<file path="config.mk">
export PLATFORM = sky130hd
export DESIGN_NAME = pwm_led_column_serializer_core_flat
export DESIGN_NICKNAME = d
export VERILOG_FILES = /design/src/plcs_pkg.sv /design/src/plcs_ifs.sv /design/src/plcs_row_cell.sv /design/src/plcs_serializer.sv /design/src/pwm_led_column_serializer_core.sv /design/src/flat_wrapper.sv
export SDC_FILE = /design/constraint.sdc
export NUM_CORES = 1
export LEC_CHECK = 0
export ABC_AREA = 1
export BUFFER_PORTS_ARGS = -buffer_cell sky130_fd_sc_hd__buf_2
export CAP_MARGIN = 20
export CORE_ASPECT_RATIO = 1.5
export CORE_MARGIN = 10
export CORE_UTILIZATION = 45
export DETAILED_ROUTE_END_ITERATION = 7
export GPL_TIMING_DRIVEN = 0
export PLACE_DENSITY = 0.73
export SETUP_SLACK_MARGIN = 0.3
export SYNTH_ARGS = -nofsm -noshare
export SYNTH_HDL_FRONTEND = slang
export SYNTH_SLANG_ARGS = --single-unit
</file>
<file path="constraint.sdc">
create_clock -name clk -period 4.7 [get_ports clk]
set_input_delay 0.47 -clock clk [delete_from_list [all_inputs] [get_ports clk]]
set_output_delay 0.47 -clock clk [all_outputs]
set_load 0.01 [all_outputs]
</file>
<file path="src/plcs_pkg.sv">
// Package for the PWM LED column serializer.
// Holds sizes, register indexes, the row cell control struct and the pixel evaluation.
// No dependencies.
`default_nettype none

package plcs_pkg;

    // Column geometry
    localparam int ROWS      = 10;
    localparam int COLORS    = 3;
    localparam int WORD_BITS = 32;
    localparam int COUNT_W   = $clog2(WORD_BITS);

    // Configuration port
    localparam int CFG_IDX_W  = 3;
    localparam int CFG_DATA_W = 8;

    localparam logic [CFG_IDX_W-1:0] CFG_PWM_ENABLE      = 3'd0;
    localparam logic [CFG_IDX_W-1:0] CFG_LEVEL_FOR_ZERO  = 3'd1;
    localparam logic [CFG_IDX_W-1:0] CFG_LEVEL_FOR_ONE   = 3'd2;
    localparam logic [CFG_IDX_W-1:0] CFG_LEVEL_FOR_TWO   = 3'd3;
    localparam logic [CFG_IDX_W-1:0] CFG_LEVEL_FOR_THREE = 3'd4;
    localparam logic [CFG_IDX_W-1:0] CFG_VISIBLE_COLUMNS = 3'd5;

    // Intensity to on-duration table, entry i for 2-bit intensity i
    typedef logic [3:0][7:0] level_table_t;

    // Control broadcast to every row cell
    typedef struct packed {
        logic              step;   // a pixel request is taken this cycle
        logic              flush;  // that request closes the column
        logic [COLORS-1:0] bits;   // on/off bits of the pixel, red at bit 0
    } cell_ctrl_t;

    // On/off bits of one pixel, colour c at bit c (red, green, blue)
    function automatic logic [COLORS-1:0] pixel_on_bits(
        input logic [5:0]   color,
        input logic [7:0]   slice,
        input logic [7:0]   column,
        input logic         pwm,
        input level_table_t levels,
        input logic [7:0]   visible
    );
        logic [COLORS-1:0] result;
        logic [1:0]        intensity;
        result = '0;
        for (int c = 0; c < COLORS; c++)
        begin
            intensity = color[5 - 2*c -: 2];
            if (pwm)
                result[c] = levels[intensity] > slice;
            else
                result[c] = intensity != 2'd0;
        end
        if (column >= visible)
            result = '0;
        return result;
    endfunction

endpackage

`default_nettype wire

</file>
<file path="src/plcs_ifs.sv">
// Handshake channels of the PWM LED column serializer.
// Pixel request channel and serial bit channel; no dependencies.
`default_nettype none

interface plcs_pixel_if;
    logic       valid;
    logic       ready;
    logic [5:0] pixel_color;
    logic [7:0] time_slice;
    logic [7:0] column_index;
    logic       last_of_column;

    modport source (output valid, pixel_color, time_slice, column_index, last_of_column,
                    input ready);
    modport sink   (input valid, pixel_color, time_slice, column_index, last_of_column,
                    output ready);
endinterface

interface plcs_bit_if;
    logic valid;
    logic ready;
    logic serial_bit;
    logic latch_strobe;

    modport source (output valid, serial_bit, latch_strobe, input ready);
    modport sink   (input valid, serial_bit, latch_strobe, output ready);
endinterface

`default_nettype wire

</file>
<file path="src/plcs_row_cell.sv">
// One row cell: holds the three colour bits of its row and a filled flag.
// The filled flag is handed to the next cell; uses plcs_pkg.
`default_nettype none

module plcs_row_cell (
    input  wire logic                         clk,
    input  wire logic                         rst_n,
    input  wire plcs_pkg::cell_ctrl_t         ctrl,
    input  wire logic                         prev_filled,
    output logic                              filled,
    output logic                              current,
    output logic [plcs_pkg::COLORS-1:0]       cell_bits
);

    logic                          filled_reg;
    logic                          filled_next;
    logic [plcs_pkg::COLORS-1:0]   bits_reg;
    logic [plcs_pkg::COLORS-1:0]   bits_next;

    // This cell takes the next pixel when its predecessor is filled and it is not
    assign current = prev_filled & ~filled_reg;
    assign filled  = filled_reg;

    // Row bits as seen by a flush, including a pixel landing this cycle
    assign cell_bits = bits_reg | (current ? ctrl.bits : '0);

    always_comb
    begin
        filled_next = filled_reg;
        bits_next   = bits_reg;
        if (ctrl.flush)
        begin
            filled_next = 1'b0;
            bits_next   = '0;
        end
        else if (ctrl.step && current)
        begin
            filled_next = 1'b1;
            bits_next   = ctrl.bits;
        end
    end

    always_ff @(posedge clk or negedge rst_n)
    begin
        if (!rst_n)
        begin
            filled_reg <= 1'b0;
            bits_reg   <= '0;
        end
        else
        begin
            filled_reg <= filled_next;
            bits_reg   <= bits_next;
        end
    end

endmodule

`default_nettype wire

</file>
<file path="src/plcs_serializer.sv">
// Column word buffer and MSB-first shifter with latch strobe on the last bit.
// Uses plcs_pkg and plcs_bit_if.
`default_nettype none

module plcs_serializer (
    input  wire logic                            clk,
    input  wire logic                            rst_n,
    input  wire logic                            capture,
    input  wire logic [plcs_pkg::WORD_BITS-1:0]  word,
    output logic                                 pend_full,
    output logic                                 pend_take,
    plcs_bit_if.source                           serial
);

    localparam logic [plcs_pkg::COUNT_W-1:0] LAST_BIT =
        plcs_pkg::COUNT_W'(plcs_pkg::WORD_BITS - 1);

    logic [plcs_pkg::WORD_BITS-1:0] pend_word_reg;
    logic                           pend_valid_reg;
    logic                           pend_valid_next;
    logic [plcs_pkg::WORD_BITS-1:0] shift_reg;
    logic [plcs_pkg::WORD_BITS-1:0] shift_next;
    logic [plcs_pkg::COUNT_W-1:0]   count_reg;
    logic [plcs_pkg::COUNT_W-1:0]   count_next;
    logic                           active_reg;
    logic                           active_next;
    logic                           finishing;
    logic                           load;

    assign pend_full          = pend_valid_reg;
    assign pend_take          = load;
    assign serial.valid       = active_reg;
    assign serial.serial_bit  = shift_reg[plcs_pkg::WORD_BITS-1];
    assign serial.latch_strobe = count_reg == LAST_BIT;

    // Last bit leaves this cycle; a waiting word may follow straight on
    assign finishing = active_reg & serial.ready & (count_reg == LAST_BIT);
    assign load      = pend_valid_reg & (~active_reg | finishing);

    always_comb
    begin
        shift_next  = shift_reg;
        count_next  = count_reg;
        active_next = active_reg;
        if (load)
        begin
            shift_next  = pend_word_reg;
            count_next  = '0;
            active_next = 1'b1;
        end
        else if (active_reg && serial.ready)
        begin
            shift_next  = {shift_reg[plcs_pkg::WORD_BITS-2:0], 1'b0};
            count_next  = count_reg + 1'b1;
            active_next = ~finishing;
        end
    end

    // Pending slot: filled by a closing pixel, emptied into the shifter
    always_comb
    begin
        pend_valid_next = pend_valid_reg;
        if (load)
            pend_valid_next = 1'b0;
        if (capture)
            pend_valid_next = 1'b1;
    end

    always_ff @(posedge clk)
    begin
        if (capture)
            pend_word_reg <= word;
        shift_reg <= shift_next;
    end

    always_ff @(posedge clk or negedge rst_n)
    begin
        if (!rst_n)
        begin
            pend_valid_reg <= 1'b0;
            count_reg      <= '0;
            active_reg     <= 1'b0;
        end
        else
        begin
            pend_valid_reg <= pend_valid_next;
            count_reg      <= count_next;
            active_reg     <= active_next;
        end
    end

endmodule

`default_nettype wire

</file>
<file path="src/pwm_led_column_serializer_core.sv">
// Top level of the PWM LED column serializer.
// Uses plcs_pkg, plcs_ifs, plcs_row_cell and plcs_serializer.
//
//  channel   | dir | request                                              | handshake
//  ----------+-----+------------------------------------------------------+-----------
//  pixels    | in  | pixel_color, time_slice, column_index, last_of_column | valid/ready
//  serial    | out | serial_bit, latch_strobe                              | valid/ready
//  cfg       | in  | cfg_index, cfg_data                                   | cfg_we only
//
// One pixel request is taken every cycle unless stalled; the row cells build the column
// word in place. A closing pixel moves the word to a one-deep buffer; the shifter sends
// 32 bits, one a cycle while serial ready is high. Pixels stall only while that buffer
// holds a word behind the one being shifted out.
// Reset clears the cells, the buffer and the shifter and restores the register defaults.
`default_nettype none

module pwm_led_column_serializer_core (
    input  wire logic                              clk,
    input  wire logic                              rst_n,
    plcs_pixel_if.sink                             pixels,
    plcs_bit_if.source                             serial,
    input  wire logic                              cfg_we,
    input  wire logic [plcs_pkg::CFG_IDX_W-1:0]    cfg_index,
    input  wire logic [plcs_pkg::CFG_DATA_W-1:0]   cfg_data
);

    logic                           pwm_enable_reg;
    plcs_pkg::level_table_t         levels_reg;
    logic [7:0]                     visible_reg;
    plcs_pkg::cell_ctrl_t           ctrl;
    logic                           accept;
    logic                           pend_full;
    logic                           pend_take;
    logic [plcs_pkg::ROWS-1:0]      filled;
    logic [plcs_pkg::ROWS-1:0]      current;
    logic [plcs_pkg::ROWS-1:0][plcs_pkg::COLORS-1:0] row_bits;
    logic [plcs_pkg::WORD_BITS-1:0] word;

    // Configuration registers
    always_ff @(posedge clk or negedge rst_n)
    begin
        if (!rst_n)
        begin
            pwm_enable_reg <= 1'b1;
            levels_reg[0]  <= 8'd0;
            levels_reg[1]  <= 8'd1;
            levels_reg[2]  <= 8'd2;
            levels_reg[3]  <= 8'd3;
            visible_reg    <= 8'd255;
        end
        else if (cfg_we)
        begin
            unique case (cfg_index)
                plcs_pkg::CFG_PWM_ENABLE:      pwm_enable_reg <= cfg_data[0];
                plcs_pkg::CFG_LEVEL_FOR_ZERO:  levels_reg[0]  <= cfg_data;
                plcs_pkg::CFG_LEVEL_FOR_ONE:   levels_reg[1]  <= cfg_data;
                plcs_pkg::CFG_LEVEL_FOR_TWO:   levels_reg[2]  <= cfg_data;
                plcs_pkg::CFG_LEVEL_FOR_THREE: levels_reg[3]  <= cfg_data;
                plcs_pkg::CFG_VISIBLE_COLUMNS: visible_reg    <= cfg_data;
                default:                       ;
            endcase
        end
    end

    // Pixel intake and cell control; the buffer can take a word in the cycle it empties
    assign pixels.ready = ~pend_full | pend_take;
    assign accept       = pixels.valid & pixels.ready;
    assign ctrl.step    = accept;
    assign ctrl.flush   = accept & pixels.last_of_column;
    assign ctrl.bits    = plcs_pkg::pixel_on_bits(pixels.pixel_color, pixels.time_slice,
                                                  pixels.column_index, pwm_enable_reg,
                                                  levels_reg, visible_reg);

    // Chain of row cells, the filled flag passed down the row
    for (genvar r = 0; r < plcs_pkg::ROWS; r++)
    begin : g_row
        logic prev_filled;
        if (r == 0)
        begin : g_head
            assign prev_filled = 1'b1;
        end
        else
        begin : g_tail
            assign prev_filled = filled[r-1];
        end

        plcs_row_cell u_cell (
            .clk         (clk),
            .rst_n       (rst_n),
            .ctrl        (ctrl),
            .prev_filled (prev_filled),
            .filled      (filled[r]),
            .current     (current[r]),
            .cell_bits   (row_bits[r])
        );
    end

    // Column word: row r at bits 3r+2..3r, top bits zero
    always_comb
    begin
        word = '0;
        for (int r = 0; r < plcs_pkg::ROWS; r++)
            word[r*plcs_pkg::COLORS +: plcs_pkg::COLORS] = row_bits[r];
    end

    plcs_serializer u_serializer (
        .clk       (clk),
        .rst_n     (rst_n),
        .capture   (ctrl.flush),
        .word      (word),
        .pend_full (pend_full),
        .pend_take (pend_take),
        .serial    (serial)
    );

    // Checks
    a_one_current_row: assert property (@(posedge clk) disable iff (!rst_n)
        $onehot0(current))
        else $error("more than one row cell takes the next pixel");

    a_close_fills_buffer: assert property (@(posedge clk) disable iff (!rst_n)
        ctrl.flush |=> pend_full)
        else $error("closing pixel did not reach the column buffer");

    a_close_clears_row: assert property (@(posedge clk) disable iff (!rst_n)
        ctrl.flush |=> (filled == '0))
        else $error("row cells not cleared after closing pixel");

    a_strobe_ends_word: assert property (@(posedge clk) disable iff (!rst_n)
        (serial.valid && serial.ready && serial.latch_strobe && !pend_full) |=> !serial.valid)
        else $error("shifter kept running after the latch bit with no word waiting");

endmodule

`default_nettype wire

</file>
<file path="src/flat_wrapper.sv">
// flat-port wrapper written by rule: the top's interface ports become plain ports
module pwm_led_column_serializer_core_flat 
  (clk, rst_n, cfg_we, cfg_index, cfg_data, pixels_valid, pixels_pixel_color, pixels_time_slice, pixels_column_index, pixels_last_of_column, pixels_ready, serial_valid, serial_serial_bit, serial_latch_strobe, serial_ready);
  plcs_pixel_if pixels_i ();
  plcs_bit_if serial_i ();
  input  wire logic clk;
  input  wire logic rst_n;
  input  wire logic cfg_we;
  input  wire logic [plcs_pkg::CFG_IDX_W-1:0] cfg_index;
  input  wire logic [plcs_pkg::CFG_DATA_W-1:0] cfg_data;
  input wire logic [$bits(pixels_i.valid)-1:0] pixels_valid;
  input wire logic [$bits(pixels_i.pixel_color)-1:0] pixels_pixel_color;
  input wire logic [$bits(pixels_i.time_slice)-1:0] pixels_time_slice;
  input wire logic [$bits(pixels_i.column_index)-1:0] pixels_column_index;
  input wire logic [$bits(pixels_i.last_of_column)-1:0] pixels_last_of_column;
  output wire logic [$bits(pixels_i.ready)-1:0] pixels_ready;
  output wire logic [$bits(serial_i.valid)-1:0] serial_valid;
  output wire logic [$bits(serial_i.serial_bit)-1:0] serial_serial_bit;
  output wire logic [$bits(serial_i.latch_strobe)-1:0] serial_latch_strobe;
  input wire logic [$bits(serial_i.ready)-1:0] serial_ready;
  assign pixels_i.valid = pixels_valid;
  assign pixels_i.pixel_color = pixels_pixel_color;
  assign pixels_i.time_slice = pixels_time_slice;
  assign pixels_i.column_index = pixels_column_index;
  assign pixels_i.last_of_column = pixels_last_of_column;
  assign pixels_ready = pixels_i.ready;
  assign serial_valid = serial_i.valid;
  assign serial_serial_bit = serial_i.serial_bit;
  assign serial_latch_strobe = serial_i.latch_strobe;
  assign serial_i.ready = serial_ready;
  pwm_led_column_serializer_core u_core (.clk(clk), .rst_n(rst_n), .pixels(pixels_i), .serial(serial_i), .cfg_we(cfg_we), .cfg_index(cfg_index), .cfg_data(cfg_data));
endmodule
</file>
==> results.md, run 1 <==
- Worst EP required: 5.06 ns
- # rows: 58
- Register area share after synthesis: 53.2%
- RD Place Congestion: 0.918
- Startpoint Class: input pin
- Max Cap Viol: 0
- Port buffer count: 36
- Crit-path max FO: 10
- Slew margin rel.: between 40% and 50%
- GRT Util Overall: 16.1%
- Remaining Overflow, GRT: 0
- Largest area contributor in the netlist: dfrtp_1
- Synthesis-to-finish area growth: 14.4%
- Die Wd: 127 um
- Pin count of the biggest net entering global routing: between 60 and 70
- Final HPWL DP: 13.6 mm
- H-tree levels: 4
- Post-synth EDFFs: 62
- Fin. Hold Viols: 0
- Tightest Pin Transition: 0.896 ns
- Avg Inst Size Synth: 8.69 um2
- Setup bufs post-CTS: 0
- Vias in the first global route: 6029
- Clock Latency Late Sink: 0.43 ns
- RSZ-0062 raised after global routing: false
- Fill count: 1539
- WP depth: 15
- Core Region: 16800 um2
- Iteration-0 DRC Markers: 484
- Primary FF master, synth: dfrtp_1
- Setup violations, final: 0
- DRT Pass-1 Iters: 5
- Max frequency: roughly 360 MHz
- Layout cell share with drive strength beyond 1: 11.4%
- Hold EP: u_core.pwm_enable_reg
- Setup Crit Path Kind: input pin to register
- Antenna viol nets, final: 0
- FF-to-FF path depth: 13
- # diodes: 0
- Worst min-delay path category: input pin to register
- Die ar.: 22800 um2
- CP arrival: 3.13 ns
- Period utilization: about three fifths
- M3 GR Usage: under 10%
- VDD IR max: 0.000291 V
- Leak pwr: about 4.2 nW
- Mapped Nets: 956
- Clock transition at path regs: 0.06 ns
- Clock skew: between 0.008 and 0.009 ns
- GR Util met1: 16.4%
- Max Slew Vio Count: 0
- WL per Instance: 15.8 um
- #FFs+latches synth: 150
- Post-synth top area share: between 20% and 30%
- Worst R2R End: u_core.g_row[8].u_cell.bits_reg[2]
- Placement Setup Slack: 1.56 ns
- Most common cell in the synthesized netlist: nand2_1
- Kind of end point of the critical path: register
- Synth Cell Area: about 7700 um2
- First-pass GRT wire length: 30.0 mm
- Slowest stage cell on the critical path: clkbuf_1
- Ys async rst share: around three fifths
- Via count: approximately 6000
- Top cells by area, synth: dfrtp_1 (24%), edfxtp_1 (24%), nand2_1 (13%), o21ai_0 (6.5%), ha_1 (5.5%)
- Root Driver: clkbuf_16
- Yosys synthesis warning count: 0
- Most used routing layer: met2
- Cell variety after synth: 32
- Total clock sinks: 150
- Cells after Synth: 883
- Starting Density: between 40 and 50%
- Final WL: 18.4 mm
- Met2 usage: 29.7%
- Vias per std cell: 5.23
- Final nets: 1014
- Clock Path Buffers: 2
- Sum Neg Setup Slack: 0 ns
- Post-route worst setup slack: 1.93 ns
- Die Y: 180 um
- Worst hold slack: 0.371 ns
- Hold Crit Depth: 4
- Status: finished clean
- Top post-synthesis cells by count: nand2_1 (265), o21ai_0 (100), inv_1 (87)
- Inst Count DP: 1131
- Power density cells: between 400 and 500 nW/um2
- CP max stage delay: 0.39 ns
- CTS tree: yes
- R2R setup slack: ~2 ns
- Worst-path cell chain: clkbuf_1, inv_1, clkbuf_1, o21ai_0, o22ai_1, ha_1, nand2_1, nor2_1, nand2_1, nand2_1, nand2_1, nand2_1, clkbuf_1, nand4_1, nand2_1
- Post_cts resized: 0
- CTS Buf Count: 17
- Most common cell on crit path: nand2_1
- Crit path time final: between 2 and 3 ns
- Non-filler instance count after layout: 1164
- Buf+Inv Stages, Crit Path: 4
- Delay-heaviest family, CP: buffers and inverters
- DRC Markers: 0
- Worst Hold Launch: cfg_index[2]
- # IOs: 43
- Initial antenna violation count: 0
- FF-to-FF Start: u_core.u_serializer.count_reg[0]
## layout by cell type (no fill, tap or decap), drive strengths merged
cell type	Yosys	layout
dlygate4sd3	0	1
o22ai	21	21
nor2	79	79
clkbuf	20	45
nand3b	1	1
nand3	5	5
bufinv	0	1
clkinv	3	4
or2	1	1
nand4	35	35
ha	34	34
a21oi	24	24
nor3	1	1
inv	88	93
o21ai	101	101
o21bai	30	30
edfxtp	62	62
a21boi	1	1
nand2	270	270
buf	14	52
dfstp	13	13
dfrtp	75	75
a21o	4	4
a31oi	1	1
## final cells by class
type                       count  area (um2)  share of cell area (%)
multi-input combinational    608        3100                    35.3
clock inverter                 7        80.1                   0.912
buffer                        34         160                    1.82
inverter                      91         344                    3.92
tap                          210         263                    2.99
timing repair buffer          39         240                    2.73
clock buffer                  25         518                    5.90
sequential                   150        4080                    46.4
## kinds of logic after synthesis
| group | count (synthesis) | share of synthesized area [%] |
|---|---|---|
| buffers and inverters | 125 | 6.57 |
| AND/OR/NAND/NOR | 392 | 21.0 |
| flip-flops | 150 | 53.2 |
| AO/OA/AOI/OAI | 182 | 13.8 |
| adder cells (fa/ha/maj) | 34 | 5.54 |
## per-layer routing
metal	part of all wire [%]	routed length, um
met1	37	6830
met2	55	10000
met3	4.0	737
met4	4.2	771
met5	0	0
## timing repair
| item | 4_1_cts | 5_1_grt |
|---|---|---|
| endpoints found under the hold margin | 27 | 0 |
| hold buffers | 1 | 0 |
| endpoints found under the setup margin | 0 | 0 |
## tightest hold or removal path, delay by kind of cell
kind | cells | cell delay [ns]
buf+inv | 1 | 0.09
simple gates | 1 | 0.06
compound gates | 2 | 0.17
## how the worst max path moves through the flow
stage / start / to / slack, ns
after floorplan: pixels_pixel_color[0] / u_core.g_row[0].u_cell.bits_reg[2] / 2.29
after global placement: pixels_pixel_color[0] / u_core.g_row[5].u_cell.bits_reg[2] / 1.62
after detailed placement: pixels_pixel_color[0] / u_core.g_row[5].u_cell.bits_reg[2] / 1.56
after CTS: pixels_pixel_color[0] / u_core.g_row[8].u_cell.bits_reg[2] / 1.97
after global routing: pixels_pixel_color[0] / u_core.g_row[4].u_cell.bits_reg[2] / 1.62
final: pixels_pixel_color[0] / u_core.g_row[8].u_cell.bits_reg[2] / 1.93
## where the power goes
group | switching, W | internal (W) | total [W] | leakage (nW)
combinational | 0.000639 | 0.000359 | 0.000998 | 2.22
clock | 0.000535 | 0.000829 | 0.00136 | 0.296
sequential | 0.000185 | 0.00171 | 0.00189 | 1.68
total | 0.00136 | 0.00289 | 0.00425 | 4.19
## metrics by stage
step	total power [W]	util [%]	area, um2
4_1_cts	0.00427	52.4	8780
6_report	0.00425	52.4	8780
2_1_floorplan	0.00258	-	7680
3_3_place_gp	0.00285	48.4	8120
5_1_grt	0.00450	52.4	8780
3_5_place_dp	0.00290	48.8	8180
(Power assumes the default switching activity.)
==> inputs of run 2 (changes only) <==
Settings changed: PLACE_DENSITY 0.73 to 0.75.
Clock period 4.7 ns to 2.4 ns, I/O delays scaled along.
==> results.md, run 2 (same netlist as run 1, synthesis figures left out) <==
- Status: finished clean
- Tightest Pin Transition: 0.520 ns
- Iteration-0 DRC Markers: about 330
- Max Cap Viol: 0
- CP max stage delay: 0.59 ns
- GRT Util Overall: about 16%
- Die Wd: 127 um
- Period utilization: 89.0%
- Crit path time final: 2.13 ns
- Max Slew Vio Count: 0
- CP arrival: 2.31 ns
- Post-route worst setup slack: 0.265 ns
- Startpoint Class: register
- Total chip power: around 0.0085 W
- RSZ-0062 raised after global routing: true
- Initial antenna violation count: 0
- Crit-path max FO: 5
- Power density cells: 929 nW/um2
- Port buffer count: 36
- Die Y: 180 um
- Worst min-delay path category: input pin to register
- # rows: 58
- Pin count of the biggest net entering global routing: just over 50
- Clock Path Buffers: 2
- # IOs: 43
- Synthesis-to-finish area growth: 18.9%
- Core Region: 16800 um2
- Kind of end point of the critical path: register
- Leak pwr: approximately 4.3 nW
- Setup violations, final: 0
- H-tree levels: 4
- Max frequency: 468 MHz
- VDD IR max: 0.000463 V
- CTS Buf Count: 17
- Final WL: 19.1 mm
- WL per Instance: 16.2 um
- Vias per std cell: between 5 and 6
- Clock transition at path regs: roughly 0.060 ns
- Antenna viol nets, final: 0
- Die ar.: 22800 um2
- Starting Density: a little under half
- Worst-path cell chain: o21ai_2, o22ai_2, ha_1, nand2_1, nand2_2, nand2_1, nand2_1, nand2_1, nand2_1, nand2_2, nand2_4, nand2_4, o21bai_1
- Layout cell share with drive strength beyond 1: 17.2%
- Worst EP required: 2.58 ns
- Worst hold slack: 0.130 ns
- Setup Crit Path Kind: register to register
- Via count: 6236
- Placement Setup Slack: -0.371 ns
- First-pass GRT wire length: 30.0 mm
- Slew margin rel.: about 65%
- DRT Pass-1 Iters: 6
- # diodes: 0
- Clock Latency Late Sink: roughly 0.43 ns
- Sum Neg Setup Slack: 0 ns
- Fin. Hold Viols: 0
- Slowest stage cell on the critical path: dfstp_2
- RD Place Congestion: 0.890
- CTS tree: yes
- Most common cell on crit path: nand2_1
- Root Driver: clkbuf_16
- Final nets: 1031
- Most common cell after layout, fill and taps aside: nand2_1
- Clock skew: 0.00708 ns
- DRC Markers: 0
- Final HPWL DP: 13.7 mm
- Most frequent cells in the layout: nand2_1 (255), o21ai_0 (90), inv_1 (86)
- Total clock sinks: 150
- Vias in the first global route: 6192
- Remaining Overflow, GRT: 0
==> run 2: power breakdown <==
part           switching (W)  internal [W]
clock network        0.00106       0.00142
registers           0.000358       0.00334
logic                0.00142      0.000885
==> run 2: final cells by class <==
class / count / area, um2
Buffer: 34 / 225
Multi-Input combinational cell: 612 / 3310
Clock inverter: 12 / 103
Clock buffer: 20 / 437
Fill cell: 1477 / 7630
Timing Repair Buffer: 52 / 369
Sequential cell: 150 / 4080
Inverter: 91 / 347
Tap cell: 210 / 263
==> run 2: repair_timing <==
action / CTS / global route
gates resized for setup: 14 / 83
hold buffers: 1 / 0
gates cloned: 3 / 3
setup buffers: 3 / 8
endpoints found under the hold margin: 27 / 0
pin swaps: 4 / 32
setup endpoints to repair: 131 / 113
==> run 2: per-layer routing <==
metal | track usage, % | vias up | share of wire [%]
met4 | 9.55 | 0 | 4.6
met5 | 0 | - | 0
met1 | 15.9 | 2896 | 36
li1 | - | 3096 | -
met3 | 3.45 | 63 | 4.1
met2 | 30.2 | 181 | 55
==> run 2: critical path, delay by kind of cell (launching register included) <==
| kind | cells | cell delay (ns) |
|---|---|---|
| adders and majority gates | 1 | 0.26 |
| AOI/OAI and AO/OA | 3 | 0.34 |
| DFF | 1 | 0.59 |
| and+or+nand+nor | 9 | 0.68 |
==> run 2: worst paths after layout <==
path,from,endpoint,slack (ns),cells after the start
setup reg to reg,u_core.levels_reg[17],u_core.u_serializer.pend_word_reg[0],0.27,13
setup / recovery,u_core.levels_reg[17],u_core.u_serializer.pend_word_reg[0],0.27,13
min in group asynchronous,rst_n,u_core.levels_reg[0],0.32,2
hold / removal,cfg_index[2],u_core.pwm_enable_reg,0.13,4
hold reg to reg,u_core.g_row[4].u_cell.bits_reg[2],u_core.g_row[4].u_cell.bits_reg[2],0.47,2
max in group asynchronous,rst_n,u_core.levels_reg[24],1.44,3
==> run 2: metrics by stage <==
stage	cell area [um2]	std cells	utilization, %
2_1_floorplan	7690	883	-
3_3_place_gp	8130	1129	48.5
3_5_place_dp	8190	1131	48.9
4_1_cts	8820	1170	52.6
5_1_grt	9130	1181	54.5
6_report	9130	1181	54.5
==> inputs of run 3 (changes only) <==
Settings changed: PLACE_DENSITY 0.75 to 0.73.
Clock period 2.4 ns to 2.5 ns, I/O delays scaled along.
==> results.md, run 3 (same netlist as run 1, synthesis figures left out) <==
- Status: finished clean
- Die Wd: 127 um
- Clock skew: about 0.0084 ns
- Vias per std cell: 5.39
- Die ar.: 22800 um2
- Buf+Inv Stages, Crit Path: 1
- Setup violations, final: 0
- Placed instance area: 8190 um2
- Clock Path Buffers: 2
- Pin count of the biggest net entering global routing: 58
- Total clock sinks: 150
- Most common cell after layout, fill and taps aside: nand2_1
- Leak pwr: 4.33 nW
- # IOs: 43
- Max frequency: 451 MHz
- DRT Pass-1 Iters: 5
- Max Slew Vio Count: 0
- Remaining Overflow, GRT: 0
- CTS Buf Count: 17
- Tightest Pin Transition: 0.563 ns
- Worst hold slack: 0.138 ns
- Final HPWL DP: between 10 and 15 mm
- Slew margin rel.: 62.1%
- Worst min-delay path category: input pin to register
- # diodes: 0
- Fill count: 1487
- Starting Density: 45.8%
- Post-route cell area: slightly above 9000 um2
- Clock Latency Late Sink: 0.43 ns
- Synthesis-to-finish area growth: 19.1%
- Via count: 6344
- Fin. Hold Viols: 0
- Initial antenna violation count: 0
- CP arrival: 2.39 ns
- Final nets: 1026
- Port buffer count: 36
- Layout cell share with drive strength beyond 1: 16.6%
- Worst EP required: 2.67 ns
- Clock transition at path regs: 0.06 ns
- VDD IR max: about 0.00055 V
- Most common cell on crit path: nand2_1
- First-pass GRT wire length: between 30 and 40 mm
- CTS tree: yes
- H-tree levels: 4
- Final WL: 19.8 mm
- Max Cap Viol: 0
- RSZ-0062 raised after global routing: true
- Post-route worst setup slack: 0.281 ns
- Power density cells: 913 nW/um2
- Period utilization: 88.8%
- Non-filler instance count after layout: 1176
- Root Driver: clkbuf_16
- # rows: 58
- Kind of end point of the critical path: register
- Most frequent cells in the layout: nand2_1 (257), o21ai_0 (88), inv_1 (86)
- Die Y: 180 um
- Vias in the first global route: 6363
- DRC Markers: 0
- Antenna viol nets, final: 0
- Delay-heaviest family, CP: simple AND/OR/NAND/NOR gates
- Placement Setup Slack: -0.396 ns
- Slowest stage cell on the critical path: dfstp_2
- CP max stage delay: about 0.57 ns
- GRT Util Overall: 17.0%
- Sum Neg Setup Slack: 0 ns
- Inst Count DP: 1131
- Worst-path cell chain: buf_6, o21ai_4, o22ai_2, ha_1, nand2_1, nand2_1, nand2_1, nand2_1, nand2_1, nand2_1, nand2_2, nand2_8, nand2_4, o21bai_1
- WL per Instance: 16.9 um
- Crit-path max FO: 5
- Startpoint Class: register
- Setup Crit Path Kind: register to register
- Crit path time final: 2.22 ns
- RD Place Congestion: 0.934
- Core Region: around 17000 um2
- Iteration-0 DRC Markers: 531
run 3: cell count changes in the layout (fill, tap and decap cells not counted), moves of 3 or more:
cell / delta
clkbuf_1: +3
buf_6: -5
buf_4: -5
clkbuf_2: -4
run 3: worst register-to-register path: stages, from the launching register on:
cell      delay, ns
dfstp_2        0.57
buf_6          0.11
o21ai_4        0.05
o22ai_2        0.20
ha_1           0.26
nand2_1        0.06
nand2_1        0.05
nand2_1        0.05
nand2_1        0.05
nand2_1        0.05
nand2_1        0.06
nand2_2        0.12
nand2_8        0.10
nand2_4        0.15
o21bai_1       0.08
run 3: what timing repair did:
action                                  4_1_cts  5_1_grt
endpoints found under the setup margin      130       92
pin swaps                                     1       22
resized for setup                            12       70
hold buffers                                  1        0
buffers inserted                              1        6
gates cloned                                  1        4
hold endpoints to repair                     31        0
run 3: through the flow:
| step | total power (W) | utilization, % |
|---|---|---|
| 5_1_grt | 0.00880 | 54.5 |
| 4_1_cts | 0.00805 | 52.7 |
| 2_1_floorplan | 0.00486 | - |
| 3_3_place_gp | 0.00536 | 48.5 |
| 6_report | 0.00835 | 54.5 |
| 3_5_place_dp | 0.00546 | 48.9 |
run 3: where the power goes:
group / total [W] / switching [W] / internal [W]
Clock: 0.00256 / 0.00105 / 0.00150
Combinational: 0.00221 / 0.00137 / 0.000838
Sequential: 0.00358 / 0.000372 / 0.00321
run 3: path summary, 6_finish.rpt:
kind / from / endpoint / slack [ns] / cells after the start
setup / recovery: u_core.levels_reg[17] / u_core.u_serializer.pend_word_reg[1] / 0.28 / 14
hold / removal: cfg_index[2] / u_core.pwm_enable_reg / 0.14 / 4
setup reg to reg: u_core.levels_reg[17] / u_core.u_serializer.pend_word_reg[1] / 0.28 / 14
hold reg to reg: u_core.g_row[4].u_cell.bits_reg[2] / u_core.g_row[4].u_cell.bits_reg[2] / 0.47 / 2
max in group asynchronous: rst_n / u_core.visible_reg[7] / 1.50 / 3
min in group asynchronous: rst_n / u_core.u_serializer.count_reg[3] / 0.31 / 2
run 3: layout make-up:
cell class                 instances  area, um2  area share, %
timing repair buffer              48        359           3.93
buffer                            34        200           2.19
tap                              210        263           2.88
clock inverter                    11        109           1.19
inverter                          91        348           3.81
multi-input combinational        611       3300           36.1
clock buffer                      21        482           5.27
sequential                       150       4080           44.7
run 3: routing by layer:
metal | global-route usage (%) | up-vias | share of wire (%) | wire length, um
met3 | 3.09 | 67 | 4.1 | 819
met1 | 17.3 | 2965 | 37 | 7270
met2 | 30.7 | 221 | 54 | 10600
met5 | 0 | - | 0 | 0
li1 | - | 3091 | - | -
met4 | 10.9 | 0 | 5.7 | 1120
